**src/rtl/pcf_pkg.sv**
```systemverilog
package pcf_pkg;

   localparam int DIV_STEPS   = 24;
   localparam int MAG_BITS    = 24;
   localparam int PREC_SHIFT  = 20;
   localparam int QUEUE_DEPTH = 4;
   localparam int CSR_IDX_BITS  = 2;
   localparam int CSR_DATA_BITS = 32;

   localparam logic [CSR_IDX_BITS-1:0] CSR_CHARGE_X        = 2'd0;
   localparam logic [CSR_IDX_BITS-1:0] CSR_CHARGE_Y        = 2'd1;
   localparam logic [CSR_IDX_BITS-1:0] CSR_CHARGE_STRENGTH = 2'd2;
   localparam logic [CSR_IDX_BITS-1:0] CSR_CHARGE_POSITIVE = 2'd3;

   localparam int CHARGE_X_RESET        = 320;
   localparam int CHARGE_Y_RESET        = 240;
   localparam logic [31:0] CHARGE_STRENGTH_RESET = 32'd8990;

   localparam logic [31:0] TURN_HALF     = 32'h8000_0000;
   localparam logic [31:0] ANGLE_AT_ZERO = 32'hC000_0000;
   localparam logic [31:0] GAIN_INV_Q30  = 32'd652032874;
   localparam logic [MAG_BITS-1:0] MAG_MAX = 24'hFF_FFFF;

   localparam int DEF_COORD_BITS   = 10;
   localparam int DEF_ANGLE_BITS   = 16;
   localparam int DEF_CORDIC_STEPS = 16;

   // Arctangent of 2^-i in units of 2^-32 turn.
   function automatic logic [31:0] atan_turn(input int idx);
      logic [31:0] val;
      case (idx)
         0:  val = 32'd536870912;
         1:  val = 32'd316933406;
         2:  val = 32'd167458907;
         3:  val = 32'd85004756;
         4:  val = 32'd42667331;
         5:  val = 32'd21354465;
         6:  val = 32'd10679838;
         7:  val = 32'd5340245;
         8:  val = 32'd2670163;
         9:  val = 32'd1335087;
         10: val = 32'd667544;
         11: val = 32'd333772;
         12: val = 32'd166886;
         13: val = 32'd83443;
         14: val = 32'd41722;
         15: val = 32'd20861;
         16: val = 32'd10430;
         17: val = 32'd5215;
         18: val = 32'd2608;
         19: val = 32'd1304;
         20: val = 32'd652;
         21: val = 32'd326;
         22: val = 32'd163;
         23: val = 32'd81;
         default: val = 32'd0;
      endcase
      return val;
   endfunction

endpackage

```
**src/rtl/pcf_queue.sv**
```systemverilog
module pcf_queue #(
   parameter int WIDTH = 8
) (
   input  logic clock,
   input  logic reset,
   input  logic in_valid,
   output logic in_ready,
   input  logic [WIDTH-1:0] in_data,
   output logic out_valid,
   input  logic out_ready,
   output logic [WIDTH-1:0] out_data
);
   localparam int DEPTH = pcf_pkg::QUEUE_DEPTH;
   localparam int AW    = $clog2(DEPTH);
   localparam int CW    = $clog2(DEPTH + 1);

   logic [WIDTH-1:0] mem_ff [0:DEPTH-1];
   logic [AW-1:0] wr_ptr_ff, rd_ptr_ff;
   logic [CW-1:0] count_ff;
   logic push, pop;

   assign in_ready  = count_ff != CW'(DEPTH);
   assign out_valid = count_ff != '0;
   assign push = in_valid && in_ready;
   assign pop  = out_valid && out_ready;
   assign out_data = mem_ff[rd_ptr_ff];

   always_ff @(posedge clock) begin
      if (reset) begin
         wr_ptr_ff <= '0;
         rd_ptr_ff <= '0;
         count_ff  <= '0;
      end else begin
         if (push) wr_ptr_ff <= wr_ptr_ff + 1'b1;
         if (pop)  rd_ptr_ff <= rd_ptr_ff + 1'b1;
         if (push && !pop) begin
            count_ff <= count_ff + 1'b1;
         end else if (pop && !push) begin
            count_ff <= count_ff - 1'b1;
         end
      end
      if (push) mem_ff[wr_ptr_ff] <= in_data;
   end

   a_count_bound: assert property (@(posedge clock) disable iff (reset)
      count_ff <= CW'(DEPTH)) else $error("queue count overflow");
   a_count_step: assert property (@(posedge clock) disable iff (reset)
      (push && !pop) |=> count_ff == $past(count_ff) + 1'b1)
      else $error("queue count did not follow a push");

endmodule

```
**config.mk**
```make
export PLATFORM = sky130hd
export DESIGN_NAME = pcf_queue
export DESIGN_NICKNAME = d
export VERILOG_FILES = /design/src/rtl/pcf_pkg.sv /design/src/rtl/pcf_queue.sv
export SDC_FILE = /design/constraint.sdc
export NUM_CORES = 1
export LEC_CHECK = 0
export BUFFER_PORTS_ARGS = -buffer_cell sky130_fd_sc_hd__buf_4
export CAP_MARGIN = 20
export CORE_UTILIZATION = 50
export DETAILED_ROUTE_END_ITERATION = 7
export PLACE_DENSITY_LB_ADDON = 0.3
export SLEW_MARGIN = 20
export SYNTH_ARGS = -nofsm -noshare
export SYNTH_HDL_FRONTEND = slang
export SYNTH_SLANG_ARGS = --single-unit
```
**constraint.sdc**
```tcl
create_clock -name clock -period 4 [get_ports clock]
set_input_delay 0.4 -clock clock [delete_from_list [all_inputs] [get_ports clock]]
set_output_delay 0.4 -clock clock [all_outputs]
set_load 0.02 [all_outputs]
```
==> impl_results.md, run 1 <==
* Overflow after GRT at 0
* Commonest non-fill, non-tap cells in the layout: 32 x edfxtp_1, 21 x buf_4, 9 x dfxtp_1
* Share of cells above drive strength 1 at 0.345
* R2r startpoint: count_ff[0]
* Top post-synthesis cells by area: edfxtp_1 59%, dfxtp_1 11%, mux4_2 11%, ha_1 3.8%, xor2_1 2.1%
* Most common cell after layout, fill and taps aside: edfxtp_1
* Post-CTS resize count at 0
* Final core occ at 0.613
* Sequential area share after synthesis at 0.697
* Antenna-violating nets left at 0
* Vias/cell at 5.11
* GRT Overall Usage at 0.163
* Crit-path slowest cell: dfxtp_1
* Sequential Area at ~1100 um2
* Residual DRC count at 0
* Multi-input gate area at 470 um2
* DIE AREA at 3510 um2
* Crit path max fanout at 7
* Ys async rst share at 0
* Post-route non-filler standard cell count at 160
* Setup Skew at roughly 5.5 ps
* Number of global-route vias before repair at 827
* Hold path endpoint: mem_ff[3][7]
* Antenna cells at 0
* Setup_tns at 0 ps
* Post-CTS Hold Buffers at 0
* RR Endpoint: count_ff[2]
* Top Ports at 22
* Max VDD drop at roughly 0.31 mV
* Overall Power at 1.13 mW
* Largest net degree at the start of global routing at 13
* Core box area at approximately 3100 um2
* Worst Path Arrival at 2490 ps
* Worst min path class: in2reg
* Seq cells post-synth at 41
* Clk sinks at between 40 and 50
* Prevailing post-synth register cell: edfxtp_1
* Max Cap Violations at 0
* Clock transition time at the flip-flop clock pins of the worst setup and hold paths at between 100 and 150 ps
* Power Density at approximately 600 nW/um2
* Die height at approximately 59 um
* DRT Pass-1 Iters at 4
* Netlist cell types at 23
* First-pass GRT wire length at 3860 um
* Total CTS buffers at 5
* Buf+Inv Stages, Crit Path at 1
* Total length of routed wires at 2430 um
* Fin crit period at about 2200 ps
* Final period utilization at 0.556
* Delay-heaviest family, CP: adder cells
* Max Transition Viols Final at 0
* Per-cell routed wire length at between 15 and 20 um
* Post-synth EDFFs at 32
* RSZ-0062 raised after global routing: false
* TritonCTS clock tree: done
* Post-Syn Area per Cell at ~18 um2
* Largest stage delay, worst path at ~500 ps
* Fillers at 237
* CP required at 4260 ps
* Worst r2r path cells at 8
* Worst-Margin Slew at 555 ps
* Net count after synthesis at roughly 110
* Num rows at 20
* Placer congestion estimate at approximately 0.76
* Synth Instances at 90
* Initial Util at 0.532
* Placed insts at about 150
* CP endpoint kind: flip-flop
* Setup bufs post-CTS at 0
* CP cell instances: nor2_2 -> a21boi_4 -> ha_1 -> inv_1 -> fa_1 -> xor2_1 -> or3_1 -> a21oi_1
* Leak at between 0.6 and 0.7 nW
* CTS root buf: clkbuf_4
* H-tree depth at 2
* Fin. Hold Viols at 0
* Nets at 133
* HPWL Detailed at ~1700 um
* Slew headroom at 0.630
* R2R Setup Slk at between 1500 and 2000 ps
* I/O Buffers at 21
* Layout area overhead at 15.1%
* Vias at between 800 and 900
* Min-delay src: in_data[7]
* Final setup fails at 0
* Die Width at 59.2 um
* Clock Latency Late Sink at 330 ps
* Mapped Area at around 1600 um2
* Fmax achieved at 449 MHz
* Post-synth top area share at 0.587
* CP Launch Type: flip-flop
* Max clock buf depth at 2
* First DRT Iteration DRCs at 23
* Critical path type: reg2reg
* Status: finished clean
* Post-synth top area cell: edfxtp_1
* Hold path cells at 1
* Initial antenna violation count at 0
* Syn. warnings at 0
-- worst reg2reg max path, cell delays in order (launching register included) --
cell and delay, ps:
dfxtp_1 500, nor2_2 100, a21boi_4 250, ha_1 230
inv_1 70, fa_1 370, xor2_1 160, or3_1 320
a21oi_1 170
-- layout make-up --
cell class / count / area share
Clock buffer: 5 / 0.0199
Clock inverter: 3 / 0.00664
Inverter: 3 / 0.00597
Multi-Input combinational cell: 43 / 0.250
Sequential cell: 41 / 0.605
Tap cell: 44 / 0.0292
Timing Repair Buffer: 21 / 0.0836
-- flip-flops by register name, indices dropped and copies added (netlist names), named ones only --
| register | cells |
|---|---|
| count_ff | 3 |
| rd_ptr_ff | 2 |
| mem_ff | 32 |
| wr_ptr_ff | 2 |
-- metrics by stage --
stage | hold slack, ps | area (um2) | worst slack (ps)
floorplan | 482 | 1640 | 2010
global placement | 505 | 1840 | 1960
detailed placement | 517 | 1840 | 1790
CTS | 245 | 1890 | 1760
global route | 232 | 1890 | 1640
finish | 260 | 1890 | 1770
-- layer usage --
layer | track usage | vias to the layer above | share of wire
met5 | 0 | - | 0
met4 | 0.0612 | 0 | 0.011
met2 | 0.266 | 20 | 0.52
met3 | 0.0677 | 4 | 0.043
li1 | - | 388 | -
met1 | 0.191 | 405 | 0.43
-- Yosys cell counts (all sizes together), types with 2 or more instances --
cell,instances
nor2,8
mux2i,2
dfxtp,9
and2,4
nand2b,2
mux4,8
clkbuf,2
xor2,4
ha,5
edfxtp,32
or3,2
inv,3
-- worst max-delay path by stage --
stage,depth (start not counted),end,slack (ps),from
after floorplan,8,count_ff[2],2010,count_ff[0]
after global placement,8,count_ff[2],1960,count_ff[0]
after detailed placement,8,count_ff[2],1790,count_ff[0]
after CTS,2,out_data[1],1760,flip-flop
after global routing,8,count_ff[2],1640,count_ff[0]
final,8,count_ff[2],1770,count_ff[0]
-- kinds of logic (layout without fill, tap and decap cells) --
kind of cell               after synthesis  after routing  synth area share
xor gates and xnor gates                 4              4            0.0214
buffers and inverters                    6             32            0.0160
DFF                                     41             41             0.697
adders and majority gates                6              6            0.0504
AOI/OAI and AO/OA                        5              5            0.0306
and+or+nand+nor                         17             17            0.0535
muxes                                   11             11             0.131
-- power breakdown --
group / internal [mW] / switching, mW / leakage (nW)
Clock: 0.0636 / 0.121 / 0.0300
Combinational: 0.184 / 0.173 / 0.287
Sequential: 0.523 / 0.0640 / 0.367
Power figures use the tool's default switching activity.
==> run 2: changes to the inputs <==
Clock period 4 ns to 2 ns, I/O delays scaled along.
==> impl_results.md, run 2 (synthesized netlist as in run 1, its figures left out) <==
* Met3 wire len at 106 um (was 105 um)
* Total CTS buffers at 5 (unchanged)
* Critical path type: reg2reg (unchanged)
* Initial Util at 0.532 (unchanged)
* Setup Skew at 12.1 ps (was 5.48 ps)
* Antenna cells at 0 (unchanged)
* Antenna-violating nets left at 0 (unchanged)
* Vias/cell at 5.12 (was 5.11)
* Clock Latency Late Sink at 330 ps (about the same)
* H-tree depth at 2 (unchanged)
* Residual DRC count at 0 (unchanged)
* Max Cap Violations at 0 (unchanged)
* Top Ports at 22 (unchanged)
* I/O Buffers at 21 (unchanged)
* Share of cells above drive strength 1 at 0.443 (was 0.345)
* Max clock buf depth at 2 (unchanged)
* Commonest non-fill, non-tap cells in the layout: 32 x edfxtp_1, 27 x buf_4, 8 x mux4_2 (was 32 x edfxtp_1, 21 x buf_4, 9 x dfxtp_1)
* Layout area overhead at 19.8% (was 15.1%)
* Largest Register: mem_ff (unchanged)
* Worst-Margin Slew at 467 ps (was 555 ps)
* Status: finished clean (unchanged)
* DIE AREA at 3510 um2 (unchanged)
* Clock transition time at the flip-flop clock pins of the worst setup and hold paths at 110 ps (about the same)
* Vias at 850 (was 817)
* Final setup fails at 0 (unchanged)
* Worst min path class: in2reg (unchanged)
* HPWL Detailed at 1680 um (was 1660 um)
* Core box area at 3080 um2 (unchanged)
* First DRT Iteration DRCs at 22 (was 23)
* Initial antenna violation count at 0 (unchanged)
* Leak at 0.717 nW (was 0.684 nW)
* Fin crit period at 1980 ps (was 2230 ps)
* Num rows at 20 (unchanged)
* Fin area at 1960 um2 (was 1890 um2)
* Per-cell routed wire length at 14.6 um (was 15.2 um)
* Clk sinks at 41 (unchanged)
* Biggest regs: mem_ff: 32 flops, count_ff: 3 flops (unchanged)
* Fmax achieved at 505 MHz (was 449 MHz)
* WL met1 at 996 um (was 1040 um)
* Post-Place Cell Area at 1870 um2 (was 1840 um2)
* Number of global-route vias before repair at 792 (was 827)
* Nets at 139 (was 133)
* Power Density at 1210 nW/um2 (was 599 nW/um2)
* Worst Path Arrival at 2250 ps (was 2490 ps)
* Most common cell after layout, fill and taps aside: edfxtp_1 (unchanged)
* Die Width at 59.2 um (unchanged)
* CP Launch Type: flip-flop (unchanged)
* Placer congestion estimate at 0.859 (was 0.761)
* Fillers at 237 (unchanged)
* Slew headroom at 0.689 (was 0.630)
* Max VDD drop at 0.690 mV (was 0.307 mV)
* Crit path max fanout at 4 (was 7)
* CTS root buf: clkbuf_4 (unchanged)
* DRT Pass-1 Iters at 4 (unchanged)
* Max Transition Viols Final at 0 (unchanged)
* CP required at 2270 ps (was 4260 ps)
* CP endpoint kind: flip-flop (unchanged)
* Fin. Hold Viols at 0 (unchanged)
* Flip-flop count of the largest register after layout at 32 (unchanged)
* Top Metal Used: met4 (unchanged)
* Final period utilization at 0.991 (was 0.556)
* First-pass GRT wire length at 3730 um (was 3860 um)
* Overall Power at 2.37 mW (was 1.13 mW)
* Die height at 59.2 um (unchanged)
* Total length of routed wires at 2420 um (was 2430 um)
* Routed wl met2 at 1280 um (was 1260 um)
* Largest net degree at the start of global routing at 13 (unchanged)
* GRT Overall Usage at 0.159 (was 0.163)
* Overflow after GRT at 0 (unchanged)
* RSZ-0062 raised after global routing: true (was false)
* TritonCTS clock tree: done (unchanged)
==> run 2: final timing paths <==
path	end	start	cells past startpoint	slack (ps)
min reg2reg	wr_ptr_ff[1]	wr_ptr_ff[1]	2	530
max	count_ff[2]	count_ff[0]	7	20
min	mem_ff[1][3]	in_data[3]	1	60
max reg2reg	count_ff[2]	count_ff[0]	7	20
==> run 2: final cells by class <==
cell class | count | area, um2 | area share
clock buffers | 6 | 41.3 | 0.0210
well taps | 44 | 55.1 | 0.0281
clock inverters | 2 | 10.0 | 0.00510
flip-flops and latches | 41 | 1150 | 0.584
repair buffers | 27 | 203 | 0.103
multi-input cells | 43 | 495 | 0.253
inverters | 3 | 11.3 | 0.00574
==> run 2: per-layer routing <==
layer	up-vias	GRT usage
li1	401	-
met1	426	0.187
met2	18	0.257
met3	5	0.0699
met4	0	0.0612
met5	-	0
==> run 2: power by group <==
| part | switching [mW] | internal [mW] |
|---|---|---|
| clock network | 0.243 | 0.134 |
| logic | 0.427 | 0.436 |
| registers | 0.0756 | 1.05 |
| total | 0.745 | 1.62 |
==> run 2: timing repair <==
action | CTS | global route
setup buffers | 0 | 1
setup endpoints to repair | 1 | 1
pin swaps | 0 | 4
gates resized for setup | 3 | 6
hold buffers | 0 | 0
==> run 2: critical path, cell delays in order, from the launching register on <==
cell	delay [ps]
dfxtp_4	380
o31ai_4	270
ha_2	230
inv_2	40
fa_2	340
xor2_2	150
or3_1	370
a21oi_2	140
==> run 2: stage by stage <==
step	setup TNS, ps	hold slack, ps	util	instances	setup WS, ps
2_1_floorplan	0	299	-	90	10.2
3_3_place_gp	0	399	0.609	157	84.1
3_5_place_dp	-7.03	404	0.609	157	-7.03
4_1_cts	0	42.0	0.629	165	0.0855
5_1_grt	-45.2	29.8	0.637	166	-45.2
6_report	0	56.7	0.637	166	18.8
