$ cat src/rtl/pcf_pkg.sv
package pcf_pkg;

   localparam int DIV_STEPS   = 24;
   localparam int MAG_BITS    = 24;
   localparam int PREC_SHIFT  = 20;
   localparam int QUEUE_DEPTH = 4;
   localparam int CSR_IDX_BITS  = 2;
   localparam int CSR_DATA_BITS = 32;

   localparam logic [CSR_IDX_BITS-1:0] CSR_CHARGE_X        = 2'd0;
   localparam logic [CSR_IDX_BITS-1:0] CSR_CHARGE_Y        = 2'd1;
   localparam logic [CSR_IDX_BITS-1:0] CSR_CHARGE_STRENGTH = 2'd2;
   localparam logic [CSR_IDX_BITS-1:0] CSR_CHARGE_POSITIVE = 2'd3;

   localparam int CHARGE_X_RESET        = 320;
   localparam int CHARGE_Y_RESET        = 240;
   localparam logic [31:0] CHARGE_STRENGTH_RESET = 32'd8990;

   localparam logic [31:0] TURN_HALF     = 32'h8000_0000;
   localparam logic [31:0] ANGLE_AT_ZERO = 32'hC000_0000;
   localparam logic [31:0] GAIN_INV_Q30  = 32'd652032874;
   localparam logic [MAG_BITS-1:0] MAG_MAX = 24'hFF_FFFF;

   localparam int DEF_COORD_BITS   = 10;
   localparam int DEF_ANGLE_BITS   = 16;
   localparam int DEF_CORDIC_STEPS = 16;

   // Arctangent of 2^-i in units of 2^-32 turn.
   function automatic logic [31:0] atan_turn(input int idx);
      logic [31:0] val;
      case (idx)
         0:  val = 32'd536870912;
         1:  val = 32'd316933406;
         2:  val = 32'd167458907;
         3:  val = 32'd85004756;
         4:  val = 32'd42667331;
         5:  val = 32'd21354465;
         6:  val = 32'd10679838;
         7:  val = 32'd5340245;
         8:  val = 32'd2670163;
         9:  val = 32'd1335087;
         10: val = 32'd667544;
         11: val = 32'd333772;
         12: val = 32'd166886;
         13: val = 32'd83443;
         14: val = 32'd41722;
         15: val = 32'd20861;
         16: val = 32'd10430;
         17: val = 32'd5215;
         18: val = 32'd2608;
         19: val = 32'd1304;
         20: val = 32'd652;
         21: val = 32'd326;
         22: val = 32'd163;
         23: val = 32'd81;
         default: val = 32'd0;
      endcase
      return val;
   endfunction

endpackage

$ cat src/rtl/pcf_front.sv
module pcf_front #(
   parameter int COORD_BITS = pcf_pkg::DEF_COORD_BITS
) (
   input  logic clock,
   input  logic reset,
   input  logic req_tvalid,
   output logic req_tready,
   input  logic [2*COORD_BITS-1:0] point,
   input  logic [COORD_BITS-1:0] charge_x,
   input  logic [COORD_BITS-1:0] charge_y,
   output logic f_valid,
   input  logic f_ready,
   output logic [4*COORD_BITS+2+2*COORD_BITS:0] f_data
);
   localparam int DW  = COORD_BITS + 1;
   localparam int R2W = 2 * COORD_BITS + 1;

   logic f_vld_ff;
   logic [COORD_BITS-1:0] px_ff, py_ff;
   logic signed [DW-1:0] dx_ff, dy_ff;
   logic [R2W-1:0] r2_ff;

   logic signed [DW-1:0] dx_in, dy_in;
   logic signed [2*DW-1:0] sqx, sqy;
   logic [R2W-1:0] r2_in;
   logic take;

   assign req_tready = !f_vld_ff || f_ready;
   assign take = req_tvalid && req_tready;

   always_comb begin
      dx_in = $signed({1'b0, point[COORD_BITS-1:0]}) - $signed({1'b0, charge_x});
      dy_in = $signed({1'b0, point[2*COORD_BITS-1:COORD_BITS]}) - $signed({1'b0, charge_y});
      sqx   = dx_in * dx_in;
      sqy   = dy_in * dy_in;
      r2_in = sqx[R2W-1:0] + sqy[R2W-1:0];
   end

   always_ff @(posedge clock) begin
      if (reset) begin
         f_vld_ff <= 1'b0;
      end else if (req_tready) begin
         f_vld_ff <= req_tvalid;
      end
      if (take) begin
         px_ff <= point[COORD_BITS-1:0];
         py_ff <= point[2*COORD_BITS-1:COORD_BITS];
         dx_ff <= dx_in;
         dy_ff <= dy_in;
         r2_ff <= r2_in;
      end
   end

   assign f_valid = f_vld_ff;
   assign f_data  = {r2_ff, dy_ff, dx_ff, py_ff, px_ff};

endmodule

$ cat config.mk
export PLATFORM = sky130hd
export DESIGN_NAME = pcf_front
export DESIGN_NICKNAME = d
export VERILOG_FILES = /design/src/rtl/pcf_pkg.sv /design/src/rtl/pcf_front.sv
export SDC_FILE = /design/constraint.sdc
export NUM_CORES = 1
export LEC_CHECK = 0
export ABC_AREA = 1
export BUFFER_PORTS_ARGS = -buffer_cell sky130_fd_sc_hd__buf_2
export CAP_MARGIN = 20
export CORE_AREA = 8 8 183 150
export CTS_BUF_LIST = sky130_fd_sc_hd__clkbuf_8 sky130_fd_sc_hd__clkbuf_16
export DETAILED_ROUTE_END_ITERATION = 10
export DIE_AREA = 0 0 191 158
export PLACE_DENSITY_LB_ADDON = 0.12
export SLEW_MARGIN = 40
export SYNTH_ARGS = -nofsm -noshare
export SYNTH_HDL_FRONTEND = slang
export SYNTH_SLANG_ARGS = --single-unit
$ cat constraint.sdc
create_clock -name clock -period 9.6 [get_ports clock]
set_input_delay 1.44 -clock clock [delete_from_list [all_inputs] [get_ports clock]]
set_output_delay 1.44 -clock clock [all_outputs]
set_load 0.01 [all_outputs]
==> results of run 1 <==
[per-layer routing]
metal	vias up	track usage (%)	routed length [um]
met5	-	0	0
met4	0	4.98	444
li1	3831	-	-
met3	30	3.72	1400
met1	3841	25.6	12400
met2	131	27.8	11300
[per-stage QoR]
step	utilization [%]	instance area (sq um)
3_5_place_dp	49.7	12300
4_1_cts	50.9	12600
2_1_floorplan	-	11300
6_report	50.9	12600
5_1_grt	50.9	12600
3_3_place_gp	49.6	12200
[logic make-up (layout without fill, tap and decap cells)]
family / count (synthesis) / after routing
buf+inv: 412 / 537
xor+xnor: 21 / 21
flops: 64 / 64
compound gates: 58 / 58
simple gates: 358 / 358
fa+ha+maj: 322 / 322
[cells in the final DEF, fill, tap and decap left out, types with 3 or more instances in the layout]
cell type and instances:
inv_1 394, nand2_1 175, nor3_1 4, buf_2 108
a21oi_1 25, clkinv_1 3, o21bai_1 4, edfxtp_1 63
nand4_1 3, xor2_1 14, nor2_1 105, or2_1 3
o21ai_0 12, or2_2 5, nand3_1 32, buf_4 7
a21oi_4 3, fa_1 226, clkbuf_16 9, nor2_2 16
inv_2 7, nand2_2 9, ha_1 96, xnor2_1 6
[layout make-up]
type	instances	area share [%]
Timing Repair Buffer	116	4.88
Tap cell	324	3.23
Inverter	405	12.1
Multi-Input combinational cell	759	62.2
Clock buffer	9	1.79
Clock inverter	7	0.568
Sequential cell	64	15.2
[worst max-delay path by stage]
stage / to / slack, ns
6_report: r2_ff[18] / 1.30
5_1_grt: r2_ff[20] / 0.81
4_1_cts: r2_ff[18] / 1.26
3_5_place_dp: r2_ff[18] / 0.93
3_3_place_gp: r2_ff[18] / 0.97
2_1_floorplan: r2_ff[20] / 1.58
[critical path, delay by kind of cell]
| kind | cells | cell delay [ns] |
|---|---|---|
| fa+ha+maj | 10 | 4.50 |
| simple gates | 11 | 1.39 |
| buf+inv | 9 | 0.79 |
| xor+xnor | 1 | 0.15 |
| compound gates | 1 | 0.10 |
[registers in the layout, summed over array words and instances (netlist names)]
signal and flops:
dx_ff 11, f_valid 1, px_ff 10, dy_ff 11, r2_ff 21, py_ff 10
==> key figures, run 1 <==
Run status
  – Status: complete, no violations

Setup path
  – Startpoint types: input port
  – Critical path launch point: point[0]
  – R2r setup slk: 8.11 ns
  – Crit Path Category: input port to flip-flop
  – Arrival @ worst endpoint: 8.38 ns
  – Crit path max-delay cell type: fa_1
  – Critical R2R Launch: f_valid
  – Worst EP required: 9.68 ns
  – Reg2reg path depth: 3
  – Element type at the critical path end: flip-flop
  – Max incr delay on CP: 0.61 ns
  – Crit Path Max Fanout: 7
  – FF-to-FF End: dy_ff[10]

Synthesis
  – Cell variety after synth: 43
  – Synth warn: 0
  – Compound-cell area share of the yosys netlist: 3.17%
  – Largest family of logic cells by synthesized area: adder cells
  – Synth Area in XOR/XNOR: 1.80%
  – Post-synth top flop: edfxtp_1
  – Syn_nets: 1601
  – Area leader, netlist: fa_1
  – Asr flop ratio synth: 0%
  – Count leader, synth: inv_1
  – FF+latch count, synth: 64
  – Multiplexer share of the synthesized area: 0%
  – Adder-cell share of the synthesized area: 50.8%
  – Sequential-to-total area share from yosys stat: 17.0%
  – Syn Area/Cell: 9.13 sq um
  – Top cells by count, synth: inv_1 (394), fa_1 (226), nand2_1 (175)
  – Number of flops mapped to enable cells by yosys: 63
  – Post-Syn Area: 11300 sq um
  – Gate Count Post-Synth: 1235
  – Synth Area in Simple Gates: 13.4%
  – Synth area leaders: fa_1 (40%), edfxtp_1 (17%), inv_1 (13%)
  – Synth top area share: 40.1%

Clocking
  – TritonCTS clock tree: yes
  – CTS sink cnt: 64
  – Postcts setup bufs: 0
  – CTS Hold Buffers Added: 0
  – Clock buffer depth: 2
  – Reg clk slew, reported paths: 0.06 ns
  – Root Buffer: clkbuf_16
  – H-tree lvl count: 3
  – Worst-Skew Late Latency: 0.35 ns
  – TritonCTS Buffers: 9
  – CTS resizes: 0

Finish
  – Multi-input logic area: 7810 sq um
  – # nets final: 1721
  – Post-route insts no fill: 1684
  – Fill cells: 2407
  – Share of cells above drive strength 1: 13.2%
  – Seq. cell area: 1910 sq um
  – P&R area growth vs syn: 11.4%
  – # diodes: 0

Global routing
  – Number of global-route vias before repair: 8310
  – GRT Residual Overflow: 0
  – Largest net degree at the start of global routing: 38
  – First-pass GRT wire length: 42500 um
  – Initial antenna violation count: 0
  – GRT Overall Usage: 18.1%

Floorplanning
  – DIE AREA: 30200 sq um
  – Die Height: 158 um
  – Cell Rows: 52
  – Die W: 191 um
  – Initial Utilization: 45.7%
  – I/O pin count: 109
  – Core Area: 24700 sq um

Routing
  – Post-route ant nets: 0
  – DRT iter0 DRCs: 389
  – DR DRC count: 0
  – Drt via density: 4.65
  – Routed vias: 7833
  – Routed WL: 25500 um
  – Initial DRT Pass Iterations: 4
  – Wire length per cell: 15.2 um

Run
  – Total of max-cap violations: 0

STA
  – Final WS setup: 1.30 ns
  – Worst slew margin: 56.9%
  – Fin. Hold Viols: 0
  – Clock skew: 0.00611 ns
  – Hold WS: 0.534 ns
  – Final setup viols: 0
  – RSZ-0062 raised after global routing: false
  – Worst-Margin Slew: 0.645 ns
  – Fin. max-slew vios: 0
  – Max Fclk: 120 MHz
  – Min cycle time layout: 8.30 ns
  – Tcrit/Tclk final: 86.4%
  – Total negative slack: 0 ns

Worst hold path
  – Worst hold path depth: 2
  – Hold wc startpoint: f_valid
  – Hold Crit Class: flip-flop to flip-flop
  – Worst Hold End: f_valid

Placed design
  – Setup WS pre-CTS: 0.933 ns
  – Final HPWL DP: 22500 um
  – Port Buffers: 108
  – Placer Congestion: 0.867
  – Placed cells: 1668
Power of run 1 is left out: the tool's default activity adds up to more than one toggle a clock period on the data nets, which glitch-free logic cannot reach.
==> inputs of run 2 (changes only) <==
--- a/config.mk
+++ b/config.mk
@@ -8,10 +8,12 @@
 export ABC_AREA = 1
 export BUFFER_PORTS_ARGS = -buffer_cell sky130_fd_sc_hd__buf_2
 export CAP_MARGIN = 20
-export CORE_AREA = 8 8 183 150
+export CELL_PAD_IN_SITES_DETAIL_PLACEMENT = 1
+export CELL_PAD_IN_SITES_GLOBAL_PLACEMENT = 2
+export CORE_AREA = 8 8 200 164
 export CTS_BUF_LIST = sky130_fd_sc_hd__clkbuf_8 sky130_fd_sc_hd__clkbuf_16
 export DETAILED_ROUTE_END_ITERATION = 10
-export DIE_AREA = 0 0 191 158
+export DIE_AREA = 0 0 208 172
 export PLACE_DENSITY_LB_ADDON = 0.12
 export SLEW_MARGIN = 40
 export SYNTH_ARGS = -nofsm -noshare
==> run 2 against run 1 <==
  * Register-to-register slack worse by 0.42 ns
  * Worst hold slack better by 0.0020 ns
  * Sequential share of layout area down 0.062 points
  * Critical path depth up 1
  * Non-clock buffer count unchanged
==> key figures, run 2 (synthesized netlist as in run 1, its figures left out) <==
Run status
  – Status: complete, no violations (unchanged)

STA
  – Fin. max-slew vios: 0 (unchanged)
  – Min cycle time layout: 8.70 ns (was 8.30 ns)
  – Total negative slack: 0 ns (unchanged)
  – Max Fclk: 115 MHz (was 120 MHz)
  – Clock skew: 0.0112 ns (was 0.00611 ns)
  – Worst-Margin Slew: 0.724 ns (was 0.645 ns)
  – Tcrit/Tclk final: 90.7% (was 86.4%)
  – Fin. Hold Viols: 0 (unchanged)
  – Worst slew margin: 51.7% (was 56.9%)
  – Final WS setup: 0.895 ns (was 1.30 ns)
  – Final setup viols: 0 (unchanged)
  – RSZ-0062 raised after global routing: false (unchanged)

Finish
  – # diodes: 0 (unchanged)
  – Fin util: 42.5% (was 50.9%)
  – # nets final: 1721 (unchanged)
  – Share of cells above drive strength 1: 13.0% (was 13.2%)
  – P&R area growth vs syn: 11.9% (was 11.4%)
  – Largest registers: r2_ff (21), dx_ff (11), dy_ff (11) (unchanged)
  – Fill cells: 3514 (was 2407)
  – Largest Register: r2_ff (unchanged)
  – Most common cell after layout, fill and taps aside: inv_1 (unchanged)
  – Commonest cells after routing, fill and taps aside: inv_1 (394), fa_1 (226), nand2_1 (175) (unchanged)
  – Max FFs per register: 21 (unchanged)

Global routing
  – First-pass GRT wire length: 50300 um (was 42500 um)
  – GRT Residual Overflow: 0 (unchanged)
  – Largest net degree at the start of global routing: 50 (was 38)
  – Initial antenna violation count: 0 (unchanged)
  – Number of global-route vias before repair: 9056 (was 8310)
  – GRT Overall Usage: 18.1% (about the same)

Clocking
  – CTS Hold Buffers Added: 0 (unchanged)
  – TritonCTS clock tree: yes (unchanged)
  – CTS sink cnt: 64 (unchanged)
  – Postcts setup bufs: 0 (unchanged)
  – H-tree lvl count: 3 (unchanged)
  – Reg clk slew, reported paths: 0.06 ns (about the same)
  – CTS resizes: 0 (unchanged)
  – Clock buffer depth: 2 (unchanged)
  – Root Buffer: clkbuf_16 (unchanged)
  – Worst-Skew Late Latency: 0.35 ns (about the same)
  – TritonCTS Buffers: 9 (unchanged)

Setup path
  – Crit Path Max Fanout: 18 (was 7)
  – Startpoint types: input port (unchanged)
  – Arrival @ worst endpoint: 8.80 ns (was 8.38 ns)
  – Max incr delay on CP: 0.52 ns (was 0.61 ns)
  – Worst EP required: 9.70 ns (was 9.68 ns)
  – Element type at the critical path end: flip-flop (unchanged)
  – Critical Path Most Common Cell: fa_1
  – Crit Path Category: input port to flip-flop (unchanged)
  – Crit path max-delay cell type: fa_1 (unchanged)

Placed design
  – Final HPWL DP: 27300 um (was 22500 um)
  – Port Buffers: 108 (unchanged)
  – Placer Congestion: 0.801 (was 0.867)
  – Setup WS pre-CTS: 0.501 ns (was 0.933 ns)

Floorplanning
  – Die W: 208 um (was 191 um)
  – Cell Rows: 57 (was 52)
  – I/O pin count: 109 (unchanged)
  – Initial Utilization: 38.0% (was 45.7%)
  – DIE AREA: 35800 sq um (was 30200 sq um)
  – Die Height: 172 um (was 158 um)
  – Core Area: 29700 sq um (was 24700 sq um)

Run
  – Total of max-cap violations: 0 (unchanged)

Routing
  – DRT iter0 DRCs: 214 (was 389)
  – Post-route ant nets: 0 (unchanged)
  – Wire length per cell: 17.7 um (was 15.2 um)
  – Routed WL: 30800 um (was 25500 um)
  – Drt via density: 4.58 (was 4.65)
  – Initial DRT Pass Iterations: 4 (unchanged)
  – DR DRC count: 0 (unchanged)
  – Routed vias: 7981 (was 7833)

Worst hold path
  – Hold Crit Class: flip-flop to flip-flop (unchanged)
[run 2: cell count changes in the layout (fill, tap and decap cells not counted), sizes merged]
| cell | change |
|---|---|
| inv | -1 |
[run 2: path summary, 6_finish.rpt]
check | startpoint | end | slack [ns] | cells after the start
max | point[0] | r2_ff[20] | 0.90 | 33
min | f_valid | f_valid | 0.54 | 2
max reg2reg | f_valid | dy_ff[7] | 7.69 | 2
min reg2reg | f_valid | f_valid | 0.54 | 2
[run 2: cell type report]
class | count | area (sq um) | share of cell area (%)
Clock buffer | 9 | 225 | 1.79
Clock inverter | 6 | 61.3 | 0.486
Inverter | 405 | 1530 | 12.1
Multi-Input combinational cell | 759 | 7810 | 61.9
Sequential cell | 64 | 1910 | 15.2
Tap cell | 383 | 479 | 3.80
Timing Repair Buffer | 116 | 601 | 4.76
[run 2: per-layer routing]
metal  routed length, um  GRT usage (%)  vias to the layer above
met5                   0              0                        -
li1                    -              -                     3823
met1               15600           26.0                     4018
met3                1200           2.66                       19
met4                 347           3.54                        0
met2               13700           29.1                      121
[run 2: critical path: cells and delay by family]
kind                       cells  cell delay [ns]
and+or+nand+nor               10             1.09
AOI/OAI and AO/OA              4             0.88
adders and majority gates     10             4.37
buffers and inverters          9             1.00
[run 2: per-stage QoR]
step	instance area [sq um]	hold slack, ns	cells
6_report	12600	0.536	1742
5_1_grt	12600	0.575	1742
4_1_cts	12600	0.543	1742
3_5_place_dp	12300	0.535	1727
3_3_place_gp	12300	0.523	1727
2_1_floorplan	11300	0.577	1235
Power of run 2 is left out for the same reason.
==> inputs of run 3 (changes only) <==
--- a/config.mk
+++ b/config.mk
@@ -6,14 +6,14 @@
 export NUM_CORES = 1
 export LEC_CHECK = 0
 export ABC_AREA = 1
-export BUFFER_PORTS_ARGS = -buffer_cell sky130_fd_sc_hd__buf_2
 export CAP_MARGIN = 20
 export CELL_PAD_IN_SITES_DETAIL_PLACEMENT = 1
 export CELL_PAD_IN_SITES_GLOBAL_PLACEMENT = 2
-export CORE_AREA = 8 8 200 164
+export CORE_AREA = 8 8 193 158
 export CTS_BUF_LIST = sky130_fd_sc_hd__clkbuf_8 sky130_fd_sc_hd__clkbuf_16
 export DETAILED_ROUTE_END_ITERATION = 10
-export DIE_AREA = 0 0 208 172
+export DIE_AREA = 0 0 201 166
+export DONT_BUFFER_PORTS = 1
 export PLACE_DENSITY_LB_ADDON = 0.12
 export SLEW_MARGIN = 40
 export SYNTH_ARGS = -nofsm -noshare
==> constraint.sdc (replaced) <==
create_clock -name clock -period 9.6 [get_ports clock]
set_input_delay 0.48 -clock clock [delete_from_list [all_inputs] [get_ports clock]]
set_output_delay 0.48 -clock clock [all_outputs]
set_load 0.01 [all_outputs]
==> run 3 against run 2 <==
  * Register-to-register slack improved by 0.42 ns
  * Non-clock buffer count decreased by 113
  * Design area down 4.5%
  * Sequential cell count unchanged
  * Largest cell class unchanged
  * Highest routed layer unchanged
  * Fmax grew 15%
  * Clock skew shrank 0.00061 ns
  * Via count decreased by 5.4%
  * Cell count fell by 7.2%
  * Critical path depth down 5
  * Utilization grew 1.2 points
==> key figures, run 3 (synthesized netlist as in run 1, its figures left out) <==
Setup path
  – Crit Path Max Fanout: 15 (was 18)
  – Startpoint types: input port (unchanged)
  – Worst EP required: 9.71 ns (was 9.70 ns)
  – Crit Path Category: input port to flip-flop (unchanged)
  – Arrival @ worst endpoint: 7.69 ns (was 8.80 ns)
  – Element type at the critical path end: flip-flop (unchanged)

Routing
  – Post-route ant nets: 0 (unchanged)
  – DRT iter0 DRCs: 206 (was 214)
  – Drt via density: 4.67 (was 4.58)
  – Initial DRT Pass Iterations: 4 (unchanged)
  – Routed WL: 27800 um (was 30800 um)
  – Wire length per cell: 17.2 um (was 17.7 um)
  – Routed vias: 7548 (was 7981)
  – DR DRC count: 0 (unchanged)

Worst hold path
  – Hold Crit Class: input port to flip-flop (was flip-flop to flip-flop)

STA
  – Clock skew: 0.0106 ns (was 0.0112 ns)
  – Fin. max-slew vios: 0 (unchanged)
  – RSZ-0062 raised after global routing: false (unchanged)
  – Final setup viols: 0 (unchanged)
  – Min cycle time layout: 7.59 ns (was 8.70 ns)
  – Hold WS: 0.186 ns (was 0.536 ns)
  – Max Fclk: 132 MHz (was 115 MHz)
  – Worst-Margin Slew: 0.794 ns (was 0.724 ns)
  – Final WS setup: 2.01 ns (was 0.895 ns)
  – Fin. Hold Viols: 0 (unchanged)
  – Tcrit/Tclk final: 79.0% (was 90.7%)
  – Total negative slack: 0 ns (unchanged)
  – Worst slew margin: 46.9% (was 51.7%)

Clocking
  – TritonCTS clock tree: yes (unchanged)
  – CTS resizes: 0 (unchanged)
  – Worst-Skew Late Latency: 0.36 ns (was 0.35 ns)
  – CTS sink cnt: 64 (unchanged)
  – Root Buffer: clkbuf_16 (unchanged)
  – H-tree lvl count: 3 (unchanged)
  – TritonCTS Buffers: 9 (unchanged)
  – Postcts setup bufs: 0 (unchanged)
  – CTS Hold Buffers Added: 0 (unchanged)
  – Reg clk slew, reported paths: 0.06 ns (about the same)
  – Clock buffer depth: 2 (unchanged)

Global routing
  – GRT Overall Usage: 17.7% (was 18.1%)
  – First-pass GRT wire length: 46600 um (was 50300 um)
  – Initial antenna violation count: 0 (unchanged)
  – Number of global-route vias before repair: 8658 (was 9056)
  – GRT Residual Overflow: 0 (unchanged)
  – Largest net degree at the start of global routing: 64 (was 50)

Placed design
  – Placer Congestion: 0.786 (was 0.801)
  – DP Area: 11700 sq um (was 12300 sq um)
  – Setup WS pre-CTS: 1.41 ns (was 0.501 ns)
  – Port Buffers: 0 (was 108)
  – Final HPWL DP: 24400 um (was 27300 um)

Floorplanning
  – DIE AREA: 33400 sq um (was 35800 sq um)
  – Initial Utilization: 40.9% (was 38.0%)
  – Die W: 201 um (was 208 um)
  – Core Area: 27600 sq um (was 29700 sq um)
  – I/O pin count: 109 (unchanged)
  – Die Height: 166 um (was 172 um)
  – Cell Rows: 55 (was 57)

Finish
  – Largest Register: r2_ff (unchanged)
  – Commonest cells after routing, fill and taps aside: inv_1 (395), fa_1 (226), nand2_1 (175) (was inv_1 (394), fa_1 (226), nand2_1 (175))
  – # nets final: 1608 (was 1721)
  – Share of cells above drive strength 1: 5.30% (was 13.0%)
  – Cell area after layout: 12000 sq um (was 12600 sq um)
  – Most common cell after layout, fill and taps aside: inv_1 (unchanged)
  – Largest registers: r2_ff (21), dx_ff (11), dy_ff (11) (unchanged)
  – # diodes: 0 (unchanged)
  – P&R area growth vs syn: 6.86% (was 11.9%)
  – Max FFs per register: 21 (unchanged)

Run status
  – Status: complete, no violations (unchanged)

Run
  – Total of max-cap violations: 0 (unchanged)
run 3: changes by cell type in the layout (fill, tap and decap cells not counted), sizes merged:
cell and change:
clkinvlp +1, buf -113, inv +1, clkinv -3
bufinv +1
run 3: final cells by class:
type,instances,area [sq um]
Sequential cell,64,1910
Clock inverter,6,86.3
Timing Repair Buffer,3,26.3
Fill cell,3258,15500
Tap cell,370,463
Multi-Input combinational cell,759,7810
Inverter,405,1530
Clock buffer,9,225
run 3: metrics by stage:
step	util, %	cells
global route	43.7	1616
finish	43.7	1616
floorplan	-	1235
CTS	43.6	1616
detailed placement	42.5	1601
global placement	42.5	1601
run 3: worst max-delay path, stage by stage:
cell,delay [ns]
inv_1,0.04
ha_1,0.17
inv_1,0.08
fa_1,0.50
nand3_1,0.13
nand3_1,0.43
nor2_1,0.79
inv_1,0.24
fa_1,0.50
fa_1,0.49
inv_1,0.05
fa_1,0.49
inv_1,0.05
fa_1,0.43
inv_1,0.09
fa_1,0.44
fa_1,0.49
inv_1,0.05
fa_1,0.47
inv_1,0.04
ha_1,0.33
a21oi_1,0.17
o21a_1,0.13
nand3_1,0.17
a21oi_1,0.25
inv_1,0.06
nand2_1,0.06
nand2_1,0.04
run 3: per-layer routing:
metal | GRT usage (%) | share of wire, %
met5 | 0 | 0
met4 | 3.58 | 0.96
met3 | 3.43 | 3.5
met2 | 28.7 | 48
met1 | 24.4 | 48
run 3: path summary, 6_finish.rpt:
kind | startpoint | to | slack, ns | cells after the start
setup / recovery | point[10] | r2_ff[20] | 2.01 | 28
hold / removal | reset | f_valid | 0.19 | 1
setup reg to reg | f_valid | r2_ff[20] | 8.11 | 2
hold reg to reg | f_valid | f_valid | 0.67 | 2
Power of run 3 is left out for the same reason.
